==> src/rxff_pkg.sv <==
// Shared types and constants for the receive FIFO with XON/XOFF flow control.
`timescale 1ns / 1ps
`default_nettype none
package rxff_pkg;

	// Storage depth default
	localparam int unsigned FIFO_DEPTH_DEF = 32;

	// Command codes
	localparam logic CMD_STORE = 1'b0;
	localparam logic CMD_READ  = 1'b1;

	// Register indexes
	localparam logic REG_HIGH_WM = 1'b0;
	localparam logic REG_LOW_WM  = 1'b1;

	// Register widths and reset values
	localparam int unsigned HWM_W = 6;
	localparam int unsigned LWM_W = 5;
	localparam int unsigned CFG_W = 6;
	localparam logic [HWM_W-1:0] HWM_RESET = 6'd20;
	localparam logic [LWM_W-1:0] LWM_RESET = 5'd4;

	// Flow control characters
	localparam logic [7:0] XON_CHAR  = 8'h11;
	localparam logic [7:0] XOFF_CHAR = 8'h13;

	// Status of one result word, registered in the control unit
	typedef struct packed {
		logic strobe;
		logic read_valid;
		logic flow_send;
		logic flow_xoff;
		logic overflow;
	} res_stat_t;

endpackage
`default_nettype wire

==> src/rx_fifo_xon_xoff_flow_control_core.sv <==
// Top level of the receive byte FIFO with XON/XOFF software flow control.
//
//  channel   | handshake           | words
//  ----------+---------------------+------------------------------------------------
//  command   | start / busy        | cmd, byte_in
//  result    | done (strobe)       | read_data, read_valid, flow_send, flow_char,
//            |                     | fill_level, overflow
//  config    | wr_en               | wr_index, wr_data
//
// One word is taken per cycle; busy is never raised. The result of a word
// taken at one edge is on the result ports for the following cycle, set by
// the registered read of the byte store.
// Reset empties the FIFO, sets flow on and loads the default watermarks;
// the byte store itself is not cleared. The receiver cannot stall.
`timescale 1ns / 1ps
`default_nettype none
module rx_fifo_xon_xoff_flow_control_core import rxff_pkg::*; #(
	parameter int unsigned FIFO_DEPTH = FIFO_DEPTH_DEF
) (
	input  wire logic             clk,
	input  wire logic             arst_n,
	input  wire logic             start,
	output logic                  busy,
	input  wire logic             cmd,
	input  wire logic [7:0]       byte_in,
	input  wire logic             wr_en,
	input  wire logic             wr_index,
	input  wire logic [CFG_W-1:0] wr_data,
	output logic                  done,
	output logic      [7:0]       read_data,
	output logic                  read_valid,
	output logic                  flow_send,
	output logic      [7:0]       flow_char,
	output logic      [5:0]       fill_level,
	output logic                  overflow
);

	localparam int unsigned PTR_W = $clog2(FIFO_DEPTH);
	localparam int unsigned CNT_W = $clog2(FIFO_DEPTH + 1);

	logic [HWM_W-1:0] hwm_q;
	logic [LWM_W-1:0] lwm_q;
	logic             accept;
	logic             ram_we, ram_re;
	logic [PTR_W-1:0] ram_waddr, ram_raddr;
	logic [7:0]       ram_rdata;
	logic [CNT_W-1:0] count;
	logic [CNT_W+5:0] count_ext;
	res_stat_t        stat;

	// Watermark registers
	always_ff @(posedge clk or negedge arst_n) begin
		if (!arst_n) begin
			hwm_q <= HWM_RESET;
			lwm_q <= LWM_RESET;
		end else if (wr_en) begin
			unique case (wr_index)
				REG_HIGH_WM: hwm_q <= wr_data[HWM_W-1:0];
				REG_LOW_WM:  lwm_q <= wr_data[LWM_W-1:0];
				default:     ;
			endcase
		end
	end

	assign busy   = 1'b0;
	assign accept = start && !busy;

	// Control unit
	rxff_ctrl #(
		.FIFO_DEPTH (FIFO_DEPTH)
	) u_ctrl (
		.clk       (clk),
		.arst_n    (arst_n),
		.accept    (accept),
		.cmd       (cmd),
		.high_wm   (hwm_q),
		.low_wm    (lwm_q),
		.ram_we    (ram_we),
		.ram_waddr (ram_waddr),
		.ram_re    (ram_re),
		.ram_raddr (ram_raddr),
		.count     (count),
		.stat      (stat)
	);

	// Byte store
	rxff_ram #(
		.WIDTH (8),
		.DEPTH (FIFO_DEPTH)
	) u_store (
		.clk   (clk),
		.we    (ram_we),
		.waddr (ram_waddr),
		.wdata (byte_in),
		.re    (ram_re),
		.raddr (ram_raddr),
		.rdata (ram_rdata)
	);

	// Result word
	assign count_ext  = {6'd0, count};
	assign done       = stat.strobe;
	assign read_valid = stat.read_valid;
	assign read_data  = stat.read_valid ? ram_rdata : 8'd0;
	assign flow_send  = stat.flow_send;
	assign flow_char  = !stat.flow_send ? 8'd0 : (stat.flow_xoff ? XOFF_CHAR : XON_CHAR);
	assign fill_level = count_ext[5:0];
	assign overflow   = stat.overflow;

`ifndef SYNTHESIS
	// A result strobe follows every accepted word and nothing else
	a_done_follows: assert property (@(posedge clk) disable iff (!arst_n)
		accept |=> done)
		else $error("result strobe missing after accepted word");

	a_no_stray_done: assert property (@(posedge clk) disable iff (!arst_n)
		!accept |=> !done)
		else $error("result strobe without accepted word");

	// A dropped byte only happens with the store full
	a_ovf_full: assert property (@(posedge clk) disable iff (!arst_n)
		overflow |-> (done && !read_valid && count == CNT_W'(FIFO_DEPTH)))
		else $error("overflow flagged while store not full");

	// The count never exceeds the store depth
	a_cnt_bound: assert property (@(posedge clk) disable iff (!arst_n)
		count <= CNT_W'(FIFO_DEPTH))
		else $error("fill count above depth");
`endif

endmodule
`default_nettype wire

==> src/rxff_ram.sv <==
// Generic single-write, single-read RAM with registered read data.
`timescale 1ns / 1ps
`default_nettype none
module rxff_ram #(
	parameter int unsigned WIDTH = 8,
	parameter int unsigned DEPTH = 32
) (
	input  wire logic                     clk,
	input  wire logic                     we,
	input  wire logic [$clog2(DEPTH)-1:0] waddr,
	input  wire logic [WIDTH-1:0]         wdata,
	input  wire logic                     re,
	input  wire logic [$clog2(DEPTH)-1:0] raddr,
	output logic      [WIDTH-1:0]         rdata
);

	logic [WIDTH-1:0] mem_q [DEPTH];

	// Write port
	always_ff @(posedge clk) begin
		if (we) begin
			mem_q[waddr] <= wdata;
		end
	end

	// Registered read port
	always_ff @(posedge clk) begin
		if (re) begin
			rdata <= mem_q[raddr];
		end
	end

endmodule
`default_nettype wire

==> src/rxff_ctrl.sv <==
// Pointer, fill count and flow state control with the registered result status.
`timescale 1ns / 1ps
`default_nettype none
module rxff_ctrl import rxff_pkg::*; #(
	parameter int unsigned FIFO_DEPTH = FIFO_DEPTH_DEF,
	localparam int unsigned PTR_W = $clog2(FIFO_DEPTH),
	localparam int unsigned CNT_W = $clog2(FIFO_DEPTH + 1)
) (
	input  wire logic             clk,
	input  wire logic             arst_n,
	input  wire logic             accept,
	input  wire logic             cmd,
	input  wire logic [HWM_W-1:0] high_wm,
	input  wire logic [LWM_W-1:0] low_wm,
	output logic                  ram_we,
	output logic      [PTR_W-1:0] ram_waddr,
	output logic                  ram_re,
	output logic      [PTR_W-1:0] ram_raddr,
	output logic      [CNT_W-1:0] count,
	output res_stat_t             stat
);

	localparam logic [PTR_W-1:0] PTR_LAST = PTR_W'(FIFO_DEPTH - 1);
	localparam logic [CNT_W-1:0] CNT_FULL = CNT_W'(FIFO_DEPTH);
	localparam int unsigned      CMP_W    = CNT_W + HWM_W;

	logic [PTR_W-1:0] wptr_q, rptr_q;
	logic [CNT_W-1:0] cnt_q, cnt_nxt;
	logic             flow_on_q;
	logic             full, empty, wr_ok, rd_ok, xoff, xon;
	logic [CMP_W-1:0] cnt_cmp, hwm_cmp, lwm_cmp;
	res_stat_t        stat_q;

	// Occupancy and the effect of this word
	always_comb begin
		full    = (cnt_q == CNT_FULL);
		empty   = (cnt_q == '0);
		wr_ok   = accept && (cmd == CMD_STORE) && !full;
		rd_ok   = accept && (cmd == CMD_READ) && !empty;
		cnt_nxt = cnt_q;
		if (wr_ok) begin
			cnt_nxt = cnt_q + CNT_W'(1);
		end else if (rd_ok) begin
			cnt_nxt = cnt_q - CNT_W'(1);
		end
	end

	// Watermark compares on the level after this word
	always_comb begin
		cnt_cmp = CMP_W'(cnt_nxt);
		hwm_cmp = CMP_W'(high_wm);
		lwm_cmp = CMP_W'(low_wm);
		xoff    = accept && (cmd == CMD_STORE) && flow_on_q && (cnt_cmp >= hwm_cmp);
		xon     = accept && (cmd == CMD_READ) && !flow_on_q && (cnt_cmp <= lwm_cmp);
	end

	// RAM access this cycle
	assign ram_we    = wr_ok;
	assign ram_waddr = wptr_q;
	assign ram_re    = rd_ok;
	assign ram_raddr = rptr_q;

	// Pointers, count and flow state
	always_ff @(posedge clk or negedge arst_n) begin
		if (!arst_n) begin
			wptr_q    <= '0;
			rptr_q    <= '0;
			cnt_q     <= '0;
			flow_on_q <= 1'b1;
		end else begin
			cnt_q <= cnt_nxt;
			if (wr_ok) begin
				wptr_q <= (wptr_q == PTR_LAST) ? '0 : wptr_q + PTR_W'(1);
			end
			if (rd_ok) begin
				rptr_q <= (rptr_q == PTR_LAST) ? '0 : rptr_q + PTR_W'(1);
			end
			if (xoff) begin
				flow_on_q <= 1'b0;
			end else if (xon) begin
				flow_on_q <= 1'b1;
			end
		end
	end

	// Result status register
	always_ff @(posedge clk or negedge arst_n) begin
		if (!arst_n) begin
			stat_q <= '0;
		end else begin
			stat_q.strobe     <= accept;
			stat_q.read_valid <= rd_ok;
			stat_q.flow_send  <= xoff || xon;
			stat_q.flow_xoff  <= xoff;
			stat_q.overflow   <= accept && (cmd == CMD_STORE) && full;
		end
	end

	assign count = cnt_q;
	assign stat  = stat_q;

endmodule
`default_nettype wire
==> config.mk <==
export PLATFORM = sky130hd
export DESIGN_NAME = rx_fifo_xon_xoff_flow_control_core
export DESIGN_NICKNAME = d
export VERILOG_FILES = /design/src/rxff_pkg.sv /design/src/rx_fifo_xon_xoff_flow_control_core.sv /design/src/rxff_ram.sv /design/src/rxff_ctrl.sv
export SDC_FILE = /design/constraint.sdc
export NUM_CORES = 1
export LEC_CHECK = 0
export ABC_CLOCK_PERIOD_IN_PS = 2500
export BUFFER_PORTS_ARGS = -buffer_cell sky130_fd_sc_hd__buf_2
export CAP_MARGIN = 20
export CORE_ASPECT_RATIO = 0.5
export CORE_MARGIN = 10
export CORE_UTILIZATION = 42
export DETAILED_ROUTE_END_ITERATION = 7
export PLACE_DENSITY_LB_ADDON = 0.1
export SLEW_MARGIN = 25
export SYNTH_ARGS = -nofsm -noshare
export SYNTH_HDL_FRONTEND = slang
export SYNTH_SLANG_ARGS = --single-unit
==> constraint.sdc <==
create_clock -name clk -period 2.5 [get_ports clk]
set_input_delay 0.125 -clock clk [delete_from_list [all_inputs] [get_ports clk]]
set_output_delay 0.125 -clock clk [all_outputs]
set_load 0.01 [all_outputs]
==> results.md, run 1 <==
* GR Overflow Total at 0
* Non-filler instance count after layout at 1154
* Critical path peak fanout at 5
* First-pass DRT Iterations at 5
* CP Capture Type: flop
* Synth Instances at 643
* CP arrival at 2.79 ns
* Multiplexer area fraction after synthesis at 12.7%
* Warnings from Yosys at 0
* Iter 0 DRT Violations at 431
* Core ar. at 27900 um2
* Final GP Congestion at 0.772
* Clk pin slew, worst setup/hold paths at 0.06 ns
* First-pass GRT wire length at 40.6 mm
* Antenna Diode Count at 0
* Clk buf depth at 3
* Tcrit/Tclk final at 94.9%
* Pin count of the biggest net entering global routing at 44
* Max Cap Violations at 0
* Rows at 43
* Synthesized area at 12000 um2
* Worst Max-Slew Pin Slew at 0.807 ns
* Total power at 13.3 mW
* GRT Total Usage at 14.8%
* Worst R2R Path Depth at 12
* Total CTS buffers at 27
* Max Fclk at 0.421 GHz
* Kind of critical path: reg -> reg
* CTS H-Tree Depth at 1
* Die Y at 140 um
* Top_reg_cell synth: edfxtp_1
* Clk_skew at 0.0160 ns
* Compound-Gate Fraction of Synth Area at under 10%
* Final nets at 792
* Full die area at 36200 um2
* Initial antenna violation count at 0
* Share of cells above drive strength 1 at 31.9%
* Final Max Tran Viols at 0
* Synthesized area per cell at between 15 and 20 um2
* Fraction of synthesized cell area in xor and xnor cells at 0.292%
* Placed cell count at 1091
* Largest family of logic cells by synthesized area: multiplexers
* Area leader, netlist: edfxtp_1
* Worst skew pair latency at 0.55 ns
* #FFs+latches synth at between 200 and 300
* WL/cell at 23.0 um
* Synthesis-to-finish area growth at 16.6%
* Total Wirelength at ~27 mm
* Vias in the first global route at 6253
* Post-synth EDFFs at around 260
* Post-DP HPWL at 17.1 mm
* Power per cell area at 952 nW/um2
* Nature of the critical path startpoint: flop
* Area share of and/or/nand/nor cells after synthesis at 5.43%
* Yosys top cell area share at 66.0%
* Root Driver: clkbuf_16
* Initial Util at a little over two fifths
* Static leakage at around 4.8 nW
* Hold Crit Class: in -> reg
* IO buf count at 40
* Die X at 259 um
* Minimum clock period at ~2.4 ns
* Synth unique cells at 51
* Final count of negative-setup-slack endpoints at 0
* Clk sinks at 297
* Synth area leaders: edfxtp_1, mux4_2, dfrtp_1
* CTS tree: done
* Post-synth ARST share at 11.1%
* Vias per cell at approximately 5.3
* Via Count at 6132
* Drt drc at 0
* Antenna-violating nets left at 0
* Ports at 47
* Hold Crit Depth at 3
* Worst Path Required at 2.91 ns
* Run status: complete, no violations
* Sequential-to-total area share from yosys stat at 72.9%
* Max transition margin at 46.2%
* Post-Synth Adder-Cell Area at 2.19%
* Worst vdd ir at roughly 0.00044 V
* Final-report hold violation count at 0
## what timing repair did
action,CTS,global route
pin swaps,0,8
setup endpoints to repair,2,3
gates cloned,0,0
endpoints found under the hold margin,43,0
hold buffers,10,0
setup buffers,0,3
resized for setup,3,15
## stage by stage
stage	util (%)	cell area, um2	TNS (ns)	hold slack, ns	setup WS [ns]
2_1_floorplan	-	12000	0	-0.171	0.00703
3_3_place_gp	46.3	12900	-0.0131	0.259	-0.0131
3_5_place_dp	46.3	12900	-0.0727	0.260	-0.0413
4_1_cts	49.9	13900	0	0.0242	0.0159
5_1_grt	50.2	14000	-0.00517	0.0617	-0.00277
6_report	50.2	14000	0	0.0442	0.127
## cell usage in the layout (no fill, tap or decap), drive strengths merged, types with 5 or more instances in the layout
cell type / synthesis / layout
inv: 21 / 22
dfrtp: 29 / 29
ha: 21 / 21
nand3b: 7 / 7
edfxtp: 264 / 264
nor3: 6 / 6
dlygate4sd3: 0 / 10
nand2: 27 / 27
conb: 1 / 6
o21ai: 19 / 19
nor2: 42 / 42
nor4: 8 / 8
mux4: 64 / 64
clkbuf: 5 / 35
and2: 9 / 9
a21oi: 5 / 5
o22ai: 32 / 32
mux2: 8 / 8
buf: 29 / 98
clkinv: 0 / 9
nand3: 8 / 8
## power by group
part / internal, mW / switching [mW]
clock: 2.44 / 1.78
combinational: 1.41 / 1.74
sequential: 5.74 / 0.236
total: 9.59 / 3.76
## Yosys cell counts, types with 6 or more instances
cell type    n
inv_1       20
o21ai_0     18
nand3b_1     7
nor2_1      41
nand2_1     26
nor4_2       6
buf_2        9
ha_1        21
mux4_2      64
and2_1       9
dfrtp_1     29
mux2_2       8
edfxtp_1   264
nand3_1      8
o22ai_1     32
buf_4       12
## kinds of logic (layout without fill, tap and decap cells)
family,Yosys count,in the layout
compound gates,70,70
buf+inv,55,179
other cells,1,6
fa+ha+maj,21,21
xor+xnor,4,4
mux,72,72
simple gates,123,123
flops,297,297
## flip-flops by register name, summed over array words and instances, names as in the netlist
name and flops:
u_store.mem_q 256, u_store.rdata 8, hwm_q 6, u_ctrl.count 6, lwm_q 5, u_ctrl.ram_raddr 5
u_ctrl.ram_waddr 5, u_ctrl.stat 5, u_ctrl.flow_on_q 1
## worst max-delay path, stage by stage, from the launching register on
cell	delay [ns]
dfrtp_2	0.40
inv_1	0.08
ha_2	0.25
a31o_4	0.19
inv_6	0.04
nand3_1	0.09
o21ai_2	0.08
xor2_2	0.19
ha_1	0.32
nand2_1	0.08
o31a_1	0.31
o21ai_2	0.14
o21ai_1	0.08
## layout make-up
| type | instances | area, um2 |
|---|---|---|
| clock inverter | 15 | 178 |
| tap | 382 | 478 |
| multi-input combinational | 296 | 3020 |
| clock buffer | 35 | 716 |
| sequential | 297 | 8770 |
| timing repair buffer | 108 | 781 |
| fill | 2319 | 13900 |
| inverter | 21 | 83.8 |
## final timing paths
kind	start	end	slack (ns)
worst max-delay path	u_ctrl.count[1]$_DFF_PN0_	u_ctrl.stat[2]$_DFF_PN0_	0.13
worst max register to register	u_ctrl.count[1]$_DFF_PN0_	u_ctrl.stat[2]$_DFF_PN0_	0.13
worst min register to register	u_ctrl.flow_on_q$_DFFE_PN1P_	u_ctrl.flow_on_q$_DFFE_PN1P_	0.47
worst min-delay path	wr_en	hwm_q[0]$_DFFE_PN0P_	0.04
max in group asynchronous	arst_n	u_ctrl.ram_raddr[0]$_DFFE_PN0N_	1.70
min in group asynchronous	arst_n	hwm_q[0]$_DFFE_PN0P_	0.21
## routing by layer
metal	wire, um	share of wire (%)	up-vias	GRT usage (%)
met4	450	1.7	0	3.06
met1	12600	47	3179	22.2
met2	11900	45	146	21.8
met5	0	0	-	0
met3	1620	6.1	32	3.16
li1	-	-	2775	-
Power figures use the tool's default switching activity.
==> inputs of run 2 (changes only) <==
--- a/config.mk
+++ b/config.mk
@@ -6,12 +6,12 @@
 export NUM_CORES = 1
 export LEC_CHECK = 0
 export ABC_CLOCK_PERIOD_IN_PS = 2500
-export BUFFER_PORTS_ARGS = -buffer_cell sky130_fd_sc_hd__buf_2
 export CAP_MARGIN = 20
 export CORE_ASPECT_RATIO = 0.5
 export CORE_MARGIN = 10
 export CORE_UTILIZATION = 42
 export DETAILED_ROUTE_END_ITERATION = 7
+export DONT_BUFFER_PORTS = 1
 export PLACE_DENSITY_LB_ADDON = 0.1
 export SLEW_MARGIN = 25
 export SYNTH_ARGS = -nofsm -noshare
==> results.md, run 2 (synthesis gave the netlist of run 1 again) <==
* Final-report hold violation count at 0 (unchanged)
* Post-DP HPWL at 17.4 mm (+1.6%)
* Static leakage at 4.79 nW (about the same)
* Total CTS buffers at 27 (unchanged)
* CP Capture Type: flop
* Share of cells above drive strength 1 at 29.5% (-2.4 points)
* Clk_skew at 0.0110 ns (-0.00500 ns)
* Die Y at 140 um (unchanged)
* Antenna-violating nets left at 0 (unchanged)
* Max reg flops at 256 (unchanged)
* Clk buf depth at 3 (unchanged)
* Most flops, register: u_store.mem_q
* DP Worst Slack at -0.0776 ns (-0.0364 ns)
* Critical-path top delay cell: or3_1
* Via Count at 6227 (+1.5%)
* Biggest regs: u_store.mem_q: 256 flops, u_store.rdata: 8 flops
* Clk sinks at 297 (unchanged)
* Commonest non-fill, non-tap cell in the layout: edfxtp_1
* Fill cells at 2265 (-2.3%)
* Clk pin slew, worst setup/hold paths at 0.07 ns (about the same)
* CTS tree: done
* Ports at 47 (unchanged)
* Final count of negative-setup-slack endpoints at 0 (unchanged)
* Final nets at 784 (-1.0%)
* Hold Crit Depth at 4 (+1)
* Post-layout util at 51.1% (+0.94 points)
* Final hold slack at 0.0204 ns (-0.0239 ns)
* CP arrival at 2.86 ns (+0.07 ns)
* Worst vdd ir at 0.000497 V (+13%)
* Setup crit end: u_ctrl.flow_on_q$_DFFE_PN1P_
* Core ar. at 27900 um2 (unchanged)
* Max transition margin at 56.0% (+9.8 points)
* Vias per cell at 5.43 (+2.3%)
* Synthesis-to-finish area growth at 18.8%
* Max Cap Violations at 0 (unchanged)
* Vias in the first global route at 6396 (+2.3%)
* GRT Total Usage at 15.4% (+0.54 points)
* Kind of critical path: reg -> reg
* Power per cell area at 952 nW/um2 (about the same)
* Die X at 259 um (unchanged)
* Nature of the critical path startpoint: flop
* Tcrit/Tclk final at 95.1% (+0.19 points)
* Critical path peak fanout at 3 (-2)
* Worst Setup SP: u_ctrl.count[0]$_DFF_PN0_
* Hold Crit Class: in -> reg
* Worst Path Required at 2.98 ns (+0.07 ns)
* First-pass GRT wire length at 41.6 mm (+2.5%)
* First-pass DRT Iterations at 4 (-1)
* Worst Max-Slew Pin Slew at 0.659 ns (-0.148 ns)
* RSZ-0062 raised after global routing: true
* Drt drc at 0 (unchanged)
* Antenna Diode Count at 0 (unchanged)
* Full die area at 36200 um2 (unchanged)
* Minimum clock period at 2.38 ns (+0.00471 ns)
* IO buf count at 0 (-100%)
* Run status: complete, no violations
* Root Driver: clkbuf_16
* Initial antenna violation count at 1 (+1)
* Reg2reg end: u_ctrl.flow_on_q$_DFFE_PN1P_
* Reg2reg start: u_ctrl.count[0]$_DFF_PN0_
* Pin count of the biggest net entering global routing at 48 (+9.1%)
* Final Max Tran Viols at 0 (unchanged)
* Iter 0 DRT Violations at 536 (+24%)
* Initial Util at 43.0% (unchanged)
* Rows at 43 (unchanged)
* CTS H-Tree Depth at 1 (unchanged)
* Final GP Congestion at 0.804 (+4.2%)
* Critical path cell sequence: inv_2 > buf_4 > nor3_1 > a21oi_1 > a31oi_1 > o221ai_1 > ha_1 > or3_1 > o21ai_2 > a21boi_1
* Delay of the slowest critical-path stage at 0.39 ns (about the same)
* Reg2reg setup slack at 0.12 ns (about the same)
* Max Fclk at 0.421 GHz (-0.20%)
* WL/cell at 24.2 um (+5.1%)
* Worst R2R Path Depth at 10 (-2)
* Most frequent cells in the layout: edfxtp_1, mux4_2, buf_4, nor2_1, o22ai_1
* GR Overflow Total at 0 (unchanged)
* Post-route worst setup slack at 0.122 ns (-0.00471 ns)
* Worst skew pair latency at 0.55 ns (about the same)
* Total Wirelength at 27.7 mm (+4.4%)
[run 2: worst min path at each step]
stage / start / end / slack [ns]
floorplan: arst_n / hwm_q[0]$_DFFE_PN0P_ / -0.17
global placement: arst_n / lwm_q[0]$_DFFE_PN0P_ / -0.17
CTS: cmd / u_ctrl.ram_raddr[4]$_DFFE_PN0N_ / 0.03
finish: cmd / u_ctrl.flow_on_q$_DFFE_PN1P_ / 0.02
global route: cmd / u_ctrl.flow_on_q$_DFFE_PN1P_ / 0.05
detailed placement: arst_n / u_ctrl.count[0]$_DFF_PN0_ / -0.17
[run 2: area by class of cell]
type / instances / area (um2) / area share, %
inverters: 21 / 83.8 / 0.587
clock inverters: 20 / 219 / 1.53
flip-flops and latches: 297 / 8770 / 61.4
repair buffers: 100 / 1000 / 7.04
clock buffers: 30 / 687 / 4.81
well taps: 382 / 478 / 3.35
multi-input cells: 296 / 3040 / 21.3
[run 2: worst max-delay path, delay by kind of cell (launching register included)]
kind | cells | cell delay (ns)
and+or+nand+nor | 2 | 0.67
adders and majority gates | 1 | 0.23
DFF | 1 | 0.38
buffers and inverters | 2 | 0.18
AOI/OAI and AO/OA | 5 | 0.86
[run 2: per-layer routing]
metal  vias up  GRT usage (%)  routed length (um)  share of wire, %
met5         -              0                  13             0.047
met4         2           2.85                 405               1.5
met3        33           3.74                1860               6.7
met2       175           23.5               12600                45
met1      3255           22.1               12900                46
li1       2762              -                   -                 -
[run 2: repair_timing]
action | in CTS | in global routing
pin swaps | 1 | 9
buffers inserted | 0 | 3
hold endpoints to repair | 303 | 0
gates resized for setup | 6 | 15
endpoints found under the setup margin | 2 | 3
hold buffers | 39 | 0
gates cloned | 0 | 0
[run 2: per-stage QoR]
stage,power (mW),std cells,TNS (ns),cell area (um2)
after floorplan,8.01,648,0,12000
after global placement,9.09,1054,0,12800
after detailed placement,9.12,1054,-0.123,12800
after CTS,13.6,1143,-0.000279,14200
after global routing,14.2,1146,-0.102,14300
final,13.6,1146,0,14300
[run 2: where the power goes]
part | internal [mW] | switching, mW | total [mW]
Sequential | 5.74 | 0.253 | 5.99
Combinational | 1.49 | 1.84 | 3.32
Clock | 2.41 | 1.87 | 4.28
